--- src/rtl/sdspi_pkg.sv ---
// Shared types, codes and packet helpers for the SD SPI-mode command engine.
package sdspi_pkg;

    localparam logic [1:0] FUNC_ISSUE = 2'd0;
    localparam logic [1:0] FUNC_RX    = 2'd1;
    localparam logic [1:0] FUNC_TICK  = 2'd2;

    localparam logic CFG_READY_TIMEOUT = 1'b0;
    localparam logic CFG_RESP_ATTEMPTS = 1'b1;

    localparam logic [7:0] READY_TIMEOUT_RST = 8'd50;
    localparam logic [3:0] RESP_ATTEMPTS_RST = 4'd10;

    localparam logic [7:0] BYTE_DUMMY    = 8'hFF;
    localparam logic [7:0] CMD_START     = 8'h40;
    localparam logic [7:0] CRC_CMD0      = 8'h95;
    localparam logic [7:0] CRC_CMD8      = 8'h87;
    localparam logic [7:0] CRC_OTHER     = 8'h01;
    localparam logic [5:0] IDX_GO_IDLE   = 6'd0;
    localparam logic [5:0] IDX_SEND_IF   = 6'd8;
    localparam logic [5:0] IDX_STOP      = 6'd12;
    localparam logic [5:0] IDX_APP_CMD   = 6'd55;
    localparam logic [2:0] POS_CRC       = 3'd5;

    typedef enum logic [7:0] {
        PH_IDLE     = 8'b0000_0001,
        PH_DESEL    = 8'b0000_0010,
        PH_SELDUMMY = 8'b0000_0100,
        PH_WAIT     = 8'b0000_1000,
        PH_CMD      = 8'b0001_0000,
        PH_STUFF    = 8'b0010_0000,
        PH_RESP     = 8'b0100_0000,
        PH_FAILDESEL = 8'b1000_0000
    } t_phase;

    typedef struct packed {
        logic [1:0]  func;
        logic [5:0]  cmd_index;
        logic        app_command;
        logic [31:0] argument;
        logic [7:0]  rx_byte;
    } t_item;

    typedef struct packed {
        logic       tx_valid;
        logic [7:0] tx_byte;
        logic       chip_select_active;
        logic       done_res;
        logic [7:0] response;
    } t_result;

    // One byte of the six-byte command frame, position 0 is the start byte.
    function automatic logic [7:0] packet_byte(input logic [2:0] pos,
                                               input logic [5:0] idx,
                                               input logic [31:0] arg);
        logic [7:0] b;
        case (pos)
            3'd0: b = CMD_START | {2'b00, idx};
            3'd1: b = arg[31:24];
            3'd2: b = arg[23:16];
            3'd3: b = arg[15:8];
            3'd4: b = arg[7:0];
            default: begin
                if (idx == IDX_GO_IDLE) b = CRC_CMD0;
                else if (idx == IDX_SEND_IF) b = CRC_CMD8;
                else b = CRC_OTHER;
            end
        endcase
        return b;
    endfunction

endpackage

--- src/rtl/sdspi_in_stage.sv ---
// Input register stage that holds one accepted beat until the sequencer takes it.
module sdspi_in_stage import sdspi_pkg::*; (
    input  logic  i_clk,
    input  logic  i_rst_n,
    input  logic  i_valid,
    output logic  o_ready,
    input  t_item i_item,
    input  logic  i_take,
    output logic  o_valid,
    output t_item o_item
);

    logic  r_valid;
    t_item r_item;

    assign o_ready = !r_valid || i_take;
    assign o_valid = r_valid;
    assign o_item  = r_item;

    always_ff @(posedge i_clk) begin
        if (!i_rst_n) begin
            r_valid <= 1'b0;
        end else if (o_ready) begin
            r_valid <= i_valid;
        end
    end

    always_ff @(posedge i_clk) begin
        if (o_ready && i_valid) begin
            r_item <= i_item;
        end
    end

endmodule

--- src/rtl/sdspi_seq.sv ---
// Command sequencer state and the single-pass next-state and result logic.
module sdspi_seq import sdspi_pkg::*; (
    input  logic       i_clk,
    input  logic       i_rst_n,
    input  logic       i_step,
    input  t_item      i_item,
    input  logic [7:0] i_ready_timeout,
    input  logic [3:0] i_resp_attempts,
    output t_result    o_result
);

    t_phase      r_phase, n_phase;
    logic [2:0]  r_byte_pos, n_byte_pos;
    logic [5:0]  r_held_index, n_held_index;
    logic [31:0] r_held_arg, n_held_arg;
    logic        r_prefix, n_prefix;
    logic [7:0]  r_ready_timer, n_ready_timer;
    logic [3:0]  r_attempts, n_attempts;
    logic        r_select, n_select;

    logic [5:0]  cur_index;
    logic [31:0] cur_arg;
    logic        txv, done;
    logic [7:0]  txb, resp;

    assign cur_index = r_prefix ? IDX_APP_CMD : r_held_index;
    assign cur_arg   = r_prefix ? 32'd0 : r_held_arg;

    always_comb begin
        n_phase       = r_phase;
        n_byte_pos    = r_byte_pos;
        n_held_index  = r_held_index;
        n_held_arg    = r_held_arg;
        n_prefix      = r_prefix;
        n_ready_timer = r_ready_timer;
        n_attempts    = r_attempts;
        n_select      = r_select;
        txv  = 1'b0;
        txb  = 8'd0;
        done = 1'b0;
        resp = 8'd0;
        if (i_item.func == FUNC_TICK) begin
            if (r_ready_timer != 8'd0) n_ready_timer = r_ready_timer - 8'd1;
        end else if (i_item.func == FUNC_ISSUE) begin
            if (r_phase == PH_IDLE) begin
                n_held_index = i_item.cmd_index;
                n_prefix     = i_item.app_command;
                n_held_arg   = i_item.argument;
                n_select     = 1'b0;
                txv = 1'b1; txb = BYTE_DUMMY;
                n_phase = PH_DESEL;
            end
        end else if (i_item.func == FUNC_RX) begin
            case (r_phase)
                PH_IDLE: begin
                end
                PH_DESEL: begin
                    n_select = 1'b1;
                    txv = 1'b1; txb = BYTE_DUMMY;
                    n_phase = PH_SELDUMMY;
                end
                PH_SELDUMMY: begin
                    n_ready_timer = i_ready_timeout;
                    txv = 1'b1; txb = BYTE_DUMMY;
                    n_phase = PH_WAIT;
                end
                PH_WAIT: begin
                    txv = 1'b1;
                    if (i_item.rx_byte == BYTE_DUMMY) begin
                        n_byte_pos = 3'd0;
                        txb = packet_byte(3'd0, cur_index, cur_arg);
                        n_phase = PH_CMD;
                    end else if (r_ready_timer == 8'd0) begin
                        n_select = 1'b0;
                        txb = BYTE_DUMMY;
                        n_phase = PH_FAILDESEL;
                    end else begin
                        txb = BYTE_DUMMY;
                    end
                end
                PH_CMD: begin
                    txv = 1'b1;
                    if (r_byte_pos < POS_CRC) begin
                        n_byte_pos = r_byte_pos + 3'd1;
                        txb = packet_byte(r_byte_pos + 3'd1, cur_index, cur_arg);
                    end else begin
                        n_byte_pos = 3'd0;
                        txb = BYTE_DUMMY;
                        if (cur_index == IDX_STOP) begin
                            n_phase = PH_STUFF;
                        end else begin
                            n_attempts = i_resp_attempts;
                            n_phase = PH_RESP;
                        end
                    end
                end
                PH_STUFF: begin
                    n_attempts = i_resp_attempts;
                    txv = 1'b1; txb = BYTE_DUMMY;
                    n_phase = PH_RESP;
                end
                PH_RESP: begin
                    if (i_item.rx_byte[7] && r_attempts > 4'd1) begin
                        n_attempts = r_attempts - 4'd1;
                        txv = 1'b1; txb = BYTE_DUMMY;
                    end else begin
                        n_attempts = 4'd0;
                        n_prefix   = 1'b0;
                        if (r_prefix && i_item.rx_byte <= 8'd1) begin
                            // CMD55 accepted: go on with the real command.
                            n_select = 1'b0;
                            txv = 1'b1; txb = BYTE_DUMMY;
                            n_phase = PH_DESEL;
                        end else begin
                            done = 1'b1; resp = i_item.rx_byte;
                            n_phase = PH_IDLE;
                        end
                    end
                end
                PH_FAILDESEL: begin
                    n_prefix = 1'b0;
                    done = 1'b1; resp = BYTE_DUMMY;
                    n_phase = PH_IDLE;
                end
                default: begin
                    n_phase = PH_IDLE;
                end
            endcase
        end
        o_result.tx_valid           = txv;
        o_result.tx_byte            = txb;
        o_result.chip_select_active = n_select;
        o_result.done_res           = done;
        o_result.response           = resp;
    end

    always_ff @(posedge i_clk) begin
        if (!i_rst_n) begin
            r_phase       <= PH_IDLE;
            r_byte_pos    <= 3'd0;
            r_held_index  <= 6'd0;
            r_held_arg    <= 32'd0;
            r_prefix      <= 1'b0;
            r_ready_timer <= 8'd0;
            r_attempts    <= 4'd0;
            r_select      <= 1'b0;
        end else if (i_step) begin
            r_phase       <= n_phase;
            r_byte_pos    <= n_byte_pos;
            r_held_index  <= n_held_index;
            r_held_arg    <= n_held_arg;
            r_prefix      <= n_prefix;
            r_ready_timer <= n_ready_timer;
            r_attempts    <= n_attempts;
            r_select      <= n_select;
        end
    end

endmodule

--- src/rtl/sdspi_out_stage.sv ---
// Result register that holds one result beat until the consumer takes it.
module sdspi_out_stage import sdspi_pkg::*; (
    input  logic    i_clk,
    input  logic    i_rst_n,
    input  logic    i_load,
    input  t_result i_result,
    input  logic    i_ready,
    output logic    o_valid,
    output logic    o_free,
    output t_result o_result
);

    logic    r_valid;
    t_result r_result;

    assign o_free   = !r_valid || i_ready;
    assign o_valid  = r_valid;
    assign o_result = r_result;

    always_ff @(posedge i_clk) begin
        if (!i_rst_n) begin
            r_valid <= 1'b0;
        end else if (i_load) begin
            r_valid <= 1'b1;
        end else if (i_ready) begin
            r_valid <= 1'b0;
        end
    end

    always_ff @(posedge i_clk) begin
        if (i_load) begin
            r_result <= i_result;
        end
    end

endmodule

--- src/rtl/sd_spi_command_engine_core.sv ---
// Top level of the SD SPI-mode command engine: input stage, sequencer, result register.
//
//  Channel   Handshake                  Direction  Beat contents
//  in        i_in_valid / o_in_ready    input      func, cmd_index, app_command,
//                                                  argument, rx_byte
//  out       o_out_valid / i_out_ready  output     tx_valid, tx_byte,
//                                                  chip_select_active, done_res, response
//  cfg       i_cfg_we                   input      i_cfg_index, i_cfg_data
//
// Every input beat yields exactly one result beat. A beat accepted into the input
// register is evaluated by the sequencer once the result register is free, and its
// result is registered there. One beat per cycle sustained while i_out_ready stays high.
// Only the consumer slows the flow: with the result register full and i_out_ready low,
// the sequencer holds, the input register fills and o_in_ready drops.
// Reset is synchronous and active low; it empties both registers, idles the sequencer
// with the card deselected and loads the default timeouts.
module sd_spi_command_engine_core import sdspi_pkg::*; (
    input  logic        i_clk,
    input  logic        i_rst_n,
    input  logic        i_in_valid,
    output logic        o_in_ready,
    input  logic [1:0]  i_func,
    input  logic [5:0]  i_cmd_index,
    input  logic        i_app_command,
    input  logic [31:0] i_argument,
    input  logic [7:0]  i_rx_byte,
    output logic        o_out_valid,
    input  logic        i_out_ready,
    output logic        o_tx_valid,
    output logic [7:0]  o_tx_byte,
    output logic        o_chip_select_active,
    output logic        o_done_res,
    output logic [7:0]  o_response,
    input  logic        i_cfg_we,
    input  logic        i_cfg_index,
    input  logic [7:0]  i_cfg_data
);

    t_item   in_item, held_item;
    t_result seq_result, out_result;
    logic    held_valid, out_free, step;

    logic [7:0] r_ready_timeout;
    logic [3:0] r_resp_attempts;

    // Config registers. User must change them only while the engine is idle; not enforced.
    always_ff @(posedge i_clk) begin
        if (!i_rst_n) begin
            r_ready_timeout <= READY_TIMEOUT_RST;
            r_resp_attempts <= RESP_ATTEMPTS_RST;
        end else if (i_cfg_we) begin
            case (i_cfg_index)
                CFG_READY_TIMEOUT: r_ready_timeout <= i_cfg_data;
                CFG_RESP_ATTEMPTS: r_resp_attempts <= i_cfg_data[3:0];
                default: begin
                end
            endcase
        end
    end

    assign in_item.func        = i_func;
    assign in_item.cmd_index   = i_cmd_index;
    assign in_item.app_command = i_app_command;
    assign in_item.argument    = i_argument;
    assign in_item.rx_byte     = i_rx_byte;

    // The sequencer advances on a held beat whenever the result register can take it.
    assign step = held_valid && out_free;

    sdspi_in_stage u_in (
        .i_clk   (i_clk),
        .i_rst_n (i_rst_n),
        .i_valid (i_in_valid),
        .o_ready (o_in_ready),
        .i_item  (in_item),
        .i_take  (step),
        .o_valid (held_valid),
        .o_item  (held_item)
    );

    sdspi_seq u_seq (
        .i_clk           (i_clk),
        .i_rst_n         (i_rst_n),
        .i_step          (step),
        .i_item          (held_item),
        .i_ready_timeout (r_ready_timeout),
        .i_resp_attempts (r_resp_attempts),
        .o_result        (seq_result)
    );

    sdspi_out_stage u_out (
        .i_clk    (i_clk),
        .i_rst_n  (i_rst_n),
        .i_load   (step),
        .i_result (seq_result),
        .i_ready  (i_out_ready),
        .o_valid  (o_out_valid),
        .o_free   (out_free),
        .o_result (out_result)
    );

    assign o_tx_valid           = out_result.tx_valid;
    assign o_tx_byte            = out_result.tx_byte;
    assign o_chip_select_active = out_result.chip_select_active;
    assign o_done_res           = out_result.done_res;
    assign o_response           = out_result.response;

    // A finished command never starts another exchange in the same beat.
    a_done_no_tx: assert property (@(posedge i_clk) disable iff (!i_rst_n)
        (o_out_valid && o_done_res) |-> !o_tx_valid)
        else $error("done beat also requests an exchange");

    // Idle bytes and responses are zero when their flag is low.
    a_zero_fields: assert property (@(posedge i_clk) disable iff (!i_rst_n)
        o_out_valid |-> ((o_tx_valid || o_tx_byte == 8'd0) &&
                         (o_done_res || o_response == 8'd0)))
        else $error("payload field set without its flag");

    // A held input beat is never dropped while the result side stalls.
    a_hold_input: assert property (@(posedge i_clk) disable iff (!i_rst_n)
        (held_valid && !step) |=> held_valid)
        else $error("input beat lost during stall");

    // A result that was not taken stays in place.
    a_hold_output: assert property (@(posedge i_clk) disable iff (!i_rst_n)
        (o_out_valid && !i_out_ready) |=> (o_out_valid && $stable(out_result)))
        else $error("result beat changed during stall");

endmodule

--- config.mk ---
export PLATFORM = sky130hd
export DESIGN_NAME = sd_spi_command_engine_core
export DESIGN_NICKNAME = d
export VERILOG_FILES = /design/src/rtl/sdspi_pkg.sv /design/src/rtl/sdspi_in_stage.sv /design/src/rtl/sdspi_seq.sv /design/src/rtl/sdspi_out_stage.sv /design/src/rtl/sd_spi_command_engine_core.sv
export SDC_FILE = /design/constraint.sdc
export NUM_CORES = 1
export LEC_CHECK = 0
export BUFFER_PORTS_ARGS = -buffer_cell sky130_fd_sc_hd__buf_2
export CAP_MARGIN = 15
export CELL_PAD_IN_SITES_DETAIL_PLACEMENT = 0
export CELL_PAD_IN_SITES_GLOBAL_PLACEMENT = 1
export CORE_MARGIN = 2
export CORE_UTILIZATION = 40
export CTS_CLUSTER_SIZE = 16
export DETAILED_ROUTE_END_ITERATION = 16
export HOLD_SLACK_MARGIN = 0.06
export PLACE_DENSITY = 0.84
export SKIP_LAST_GASP = 1
export SYNTH_ARGS = -nofsm -noshare
export SYNTH_HDL_FRONTEND = slang
export SYNTH_SLANG_ARGS = --single-unit
--- constraint.sdc ---
create_clock -name i_clk -period 2.5 [get_ports i_clk]
set_clock_uncertainty 0.2 [all_clocks]
set_input_delay 0.25 -clock i_clk [delete_from_list [all_inputs] [get_ports i_clk]]
set_output_delay 0.25 -clock i_clk [all_outputs]
set_load 0.05 [all_outputs]
==> metrics.cfg <==
[placement]
hpwl_um = 11400
place_congestion = 0.884
dpl.cell_count = 949
port-buffer-count = 83

[global_route]
grt_usage_pct = 19.8
grt_max_degree = 50
antenna_found_initial = 0
grt_pass1_wl_um = 27500
grt_pass1_vias = 5547
overflow = 0

[drt]
viasPerCell = 5.34
routedWlPerCell_um = 16.0
wl_um = 16800
num_vias = 5607
drt_iter0_drc = 371
drtAntennaViolNets = 0
firstDrtPassIters = 6
remaining_drc_errors = 0

[power]
ir_drop_mv = 0.472
powerDensity_nw_per_um2 = 662
p_leak_nw = 3.21

[floorplan]
rows = 46
core_um2 = 15900
die_y_um = 132
initial_core_util_pct = 41.1
io_pins = 84
dieWidth_um = 132
dieArea_um2 = 17300

[critical_path]
path_cells = inv_1 -> ha_1 -> or3b_4 -> nor3b_4 -> o21ai_2 -> or4b_1 -> a21oi_1
cp_max_fo = 6
worst_ep_required_time_ns = 2.65
cp-end-kind = flip-flop
cp.arrival_ns = 2.55
critical-path-max-stage-delay_ns = 0.51
reg2reg_to = u_seq.r_byte_pos[1]$_SDFFE_PN0P_
crit_cells = 7
critPathTopFamily = simple AND/OR/NAND/NOR gates
slowest_stage = or4b_1
path_class = reg2reg
reg2reg_depth = 7
rr_startpoint = u_in.o_item[48]$_DFFE_PP_
crit_path_start_kind = flip-flop
path_buf_inv = 1
rrSetupSlack_ns = 0.11
critical_path.startpoint = u_in.o_item[48]$_DFFE_PP_
endpoint = u_seq.r_byte_pos[1]$_SDFFE_PN0P_

[hold_path]
worst_hold_path_type = reg2reg

[yosys]
synthCells = 661
yosys_warnings = 0
synth.cell_area_um2 = 6520
synth_cell_types = 63
async_reset_ff_share_pct = 0
synth-edff-count = 68
ys.flop_type = dfxtp_1
ys_ff_latch = 145
syn_nets = 740
syn_avg_cell_area_um2 = 9.87
ys_seq_area_share_pct = 54.9

[clock_tree]
clk_latency_ns = 0.42
cts_max_level = 4
root_buffer = clkbuf_16
cts_buffers = 17
clock-sinks = 145
cts_buffer_depth = 2
cts_tree = yes
cts.reportedPaths.clkPinSlew_ns = 0.06

[sta]
finalSetupViolCount = 0
worst_pin_slew_ns = 0.682
fin_crit_sh_pct = 95.8
holdWs_ns = 0.257
fmax_mhz = 418
rsz0062_at_grt = true
slew_headroom_pct = 54.5
slew_violations = 0
hold_violations = 0
finalCriticalPeriod_ns = 2.39

[layout]
nNetsFinal = 900
n_antenna_cell = 0
final_cells = 1050
final_layout_size_suffix_gt1_share_pct = 20.7
area_growth_pct = 32.3

[outcome]
status = completed

[run]
maxCapViolCount = 0

## worst min-delay path by stage
| stage | start | end | slack [ns] | cells after the start |
|---|---|---|---|---|
| floorplan | i_rx_byte[0] | u_in.o_item[0]$_DFFE_PP_ | 0.15 | 0 |
| global placement | i_argument[3] | u_in.o_item[11]$_DFFE_PP_ | 0.23 | 1 |
| detailed placement | i_argument[16] | u_in.o_item[24]$_DFFE_PP_ | 0.23 | 1 |
| CTS | u_seq.r_held_arg[15]$_SDFFE_PN0P_ | u_seq.r_held_arg[15]$_SDFFE_PN0P_ | 0.26 | 2 |
| global route | u_seq.r_held_arg[9]$_SDFFE_PN0P_ | u_seq.r_held_arg[9]$_SDFFE_PN0P_ | 0.27 | 2 |
| finish | u_seq.r_held_arg[18]$_SDFFE_PN0P_ | u_seq.r_held_arg[18]$_SDFFE_PN0P_ | 0.26 | 2 |
## layout by cell type, fill, tap and decap left out, types with 4 or more instances in the layout
cell type / synthesis / routed
nand3_1: 15 / 15
ha_1: 16 / 11
dfxtp_1: 77 / 76
inv_6: 0 / 4
nor4_1: 9 / 8
buf_4: 0 / 30
a31oi_1: 7 / 7
and3_1: 7 / 7
o21a_1: 8 / 8
ha_2: 0 / 5
a21o_1: 5 / 5
or4_1: 5 / 5
nor4b_1: 4 / 4
edfxtp_1: 68 / 68
buf_2: 5 / 83
a2bb2oi_1: 7 / 7
nand4_1: 6 / 6
o211ai_1: 4 / 4
dlygate4sd3_1: 0 / 68
nor3_1: 9 / 8
o21ai_0: 31 / 30
inv_1: 16 / 16
mux2i_1: 6 / 6
inv_8: 0 / 4
nand2_1: 125 / 125
nor2b_1: 7 / 6
a222oi_1: 8 / 8
nor2_1: 30 / 30
a311oi_1: 4 / 4
nand4b_1: 4 / 4
clkbuf_16: 0 / 17
a21oi_1: 82 / 82
## layout make-up
type                            instances  area, um2
Sequential cell                       145       3580
Fill cell                            1408       7250
Timing Repair Buffer                  182       1340
Clock inverter                         15        196
Multi-Input combinational cell        458       2750
Clock buffer                           17        425
Inverter                               17       63.8
Tap cell                              216        270
## registers in the layout (all words and copies together) (netlist names), 3 cells and up
signal               cells
u_in.o_item             49
u_seq.r_held_arg        32
u_out.o_result          19
r_ready_timeout          8
u_seq.r_phase            8
u_seq.r_ready_timer      8
u_seq.r_held_index       6
r_resp_attempts          4
u_seq.r_attempts         4
u_seq.r_byte_pos         3
## repair_timing
action | in CTS | in global routing
endpoints found under the hold margin | 63 | 0
hold buffers | 68 | 0
pin swaps | 1 | 6
endpoints found under the setup margin | 2 | 22
resized for setup | 3 | 10
buffers inserted | 0 | 1
## worst min-delay path: cells and delay by family (launching register included)
family | cells | cell delay [ns]
simple gates | 1 | 0.05
flops | 1 | 0.31
compound gates | 1 | 0.05
## cell families (layout without fill, tap and decap cells)
group / Yosys count / in the layout / share of synthesized area [%]
AND/OR/NAND/NOR: 248 / 248 / 19.0
AO/OA/AOI/OAI: 184 / 184 / 17.7
flip-flops: 145 / 145 / 54.9
buffers and inverters: 58 / 231 / 3.78
adder cells (fa/ha/maj): 16 / 16 / 3.07
multiplexers: 6 / 6 / 0.921
XOR/XNOR: 4 / 4 / 0.537
## where the power goes
part	total (mW)	internal, mW	switching [mW]
combinational	0.422	0.185	0.237
clock	2.68	1.61	1.07
sequential	2.62	2.58	0.0411
total	5.72	4.37	1.35
## Yosys cell counts, drive strengths merged, types with 3 or more instances
| cell | n | area, um2 |
|---|---|---|
| a21o | 5 | 37.5 |
| a21oi | 82 | 410 |
| a222oi | 8 | 80.1 |
| a2bb2oi | 7 | 61.3 |
| a311oi | 4 | 35.0 |
| a31oi | 7 | 43.8 |
| and2 | 4 | 25.0 |
| and3 | 7 | 43.8 |
| buf | 9 | 62.6 |
| clkbuf | 32 | 120 |
| dfxtp | 77 | 1540 |
| edfxtp | 68 | 2040 |
| ha | 16 | 200 |
| inv | 17 | 63.8 |
| mux2i | 6 | 60.1 |
| nand2 | 125 | 469 |
| nand2b | 3 | 18.8 |
| nand3 | 15 | 75.1 |
| nand4 | 6 | 37.5 |
| nand4b | 4 | 35.0 |
| nor2 | 30 | 113 |
| nor2b | 7 | 43.8 |
| nor3 | 9 | 45.0 |
| nor3b | 3 | 33.8 |
| nor4 | 12 | 111 |
| nor4b | 4 | 35.0 |
| o211ai | 4 | 30.0 |
| o21a | 8 | 60.1 |
| o21ai | 35 | 183 |
| o31a | 3 | 26.3 |
| o31ai | 3 | 22.5 |
| or4 | 5 | 37.5 |
| or4b | 3 | 30.0 |
| xnor2 | 3 | 26.3 |
## metal layers
metal	global-route usage [%]	vias up	wire length, um
met5	0	-	0
met4	7.79	0	313
met3	3.78	30	650
met2	34.8	162	8650
met1	23.9	2672	7150
li1	-	2743	-
## stage by stage
stage | power, mW | instance area (um2) | setup TNS, ns | setup slack, ns | utilization (%)
after floorplan | 2.86 | 6540 | 0 | 0.0168 | -
after global placement | 2.99 | 7280 | 0 | 0.0188 | 45.8
after detailed placement | 3.00 | 7280 | -0.0122 | -0.00619 | 45.8
after CTS | 5.74 | 8590 | 0 | 0.0158 | 54.1
after global routing | 5.91 | 8630 | -0.0202 | -0.00833 | 54.3
final | 5.72 | 8630 | 0 | 0.106 | 54.3
Power figures use the tool's default switching activity.
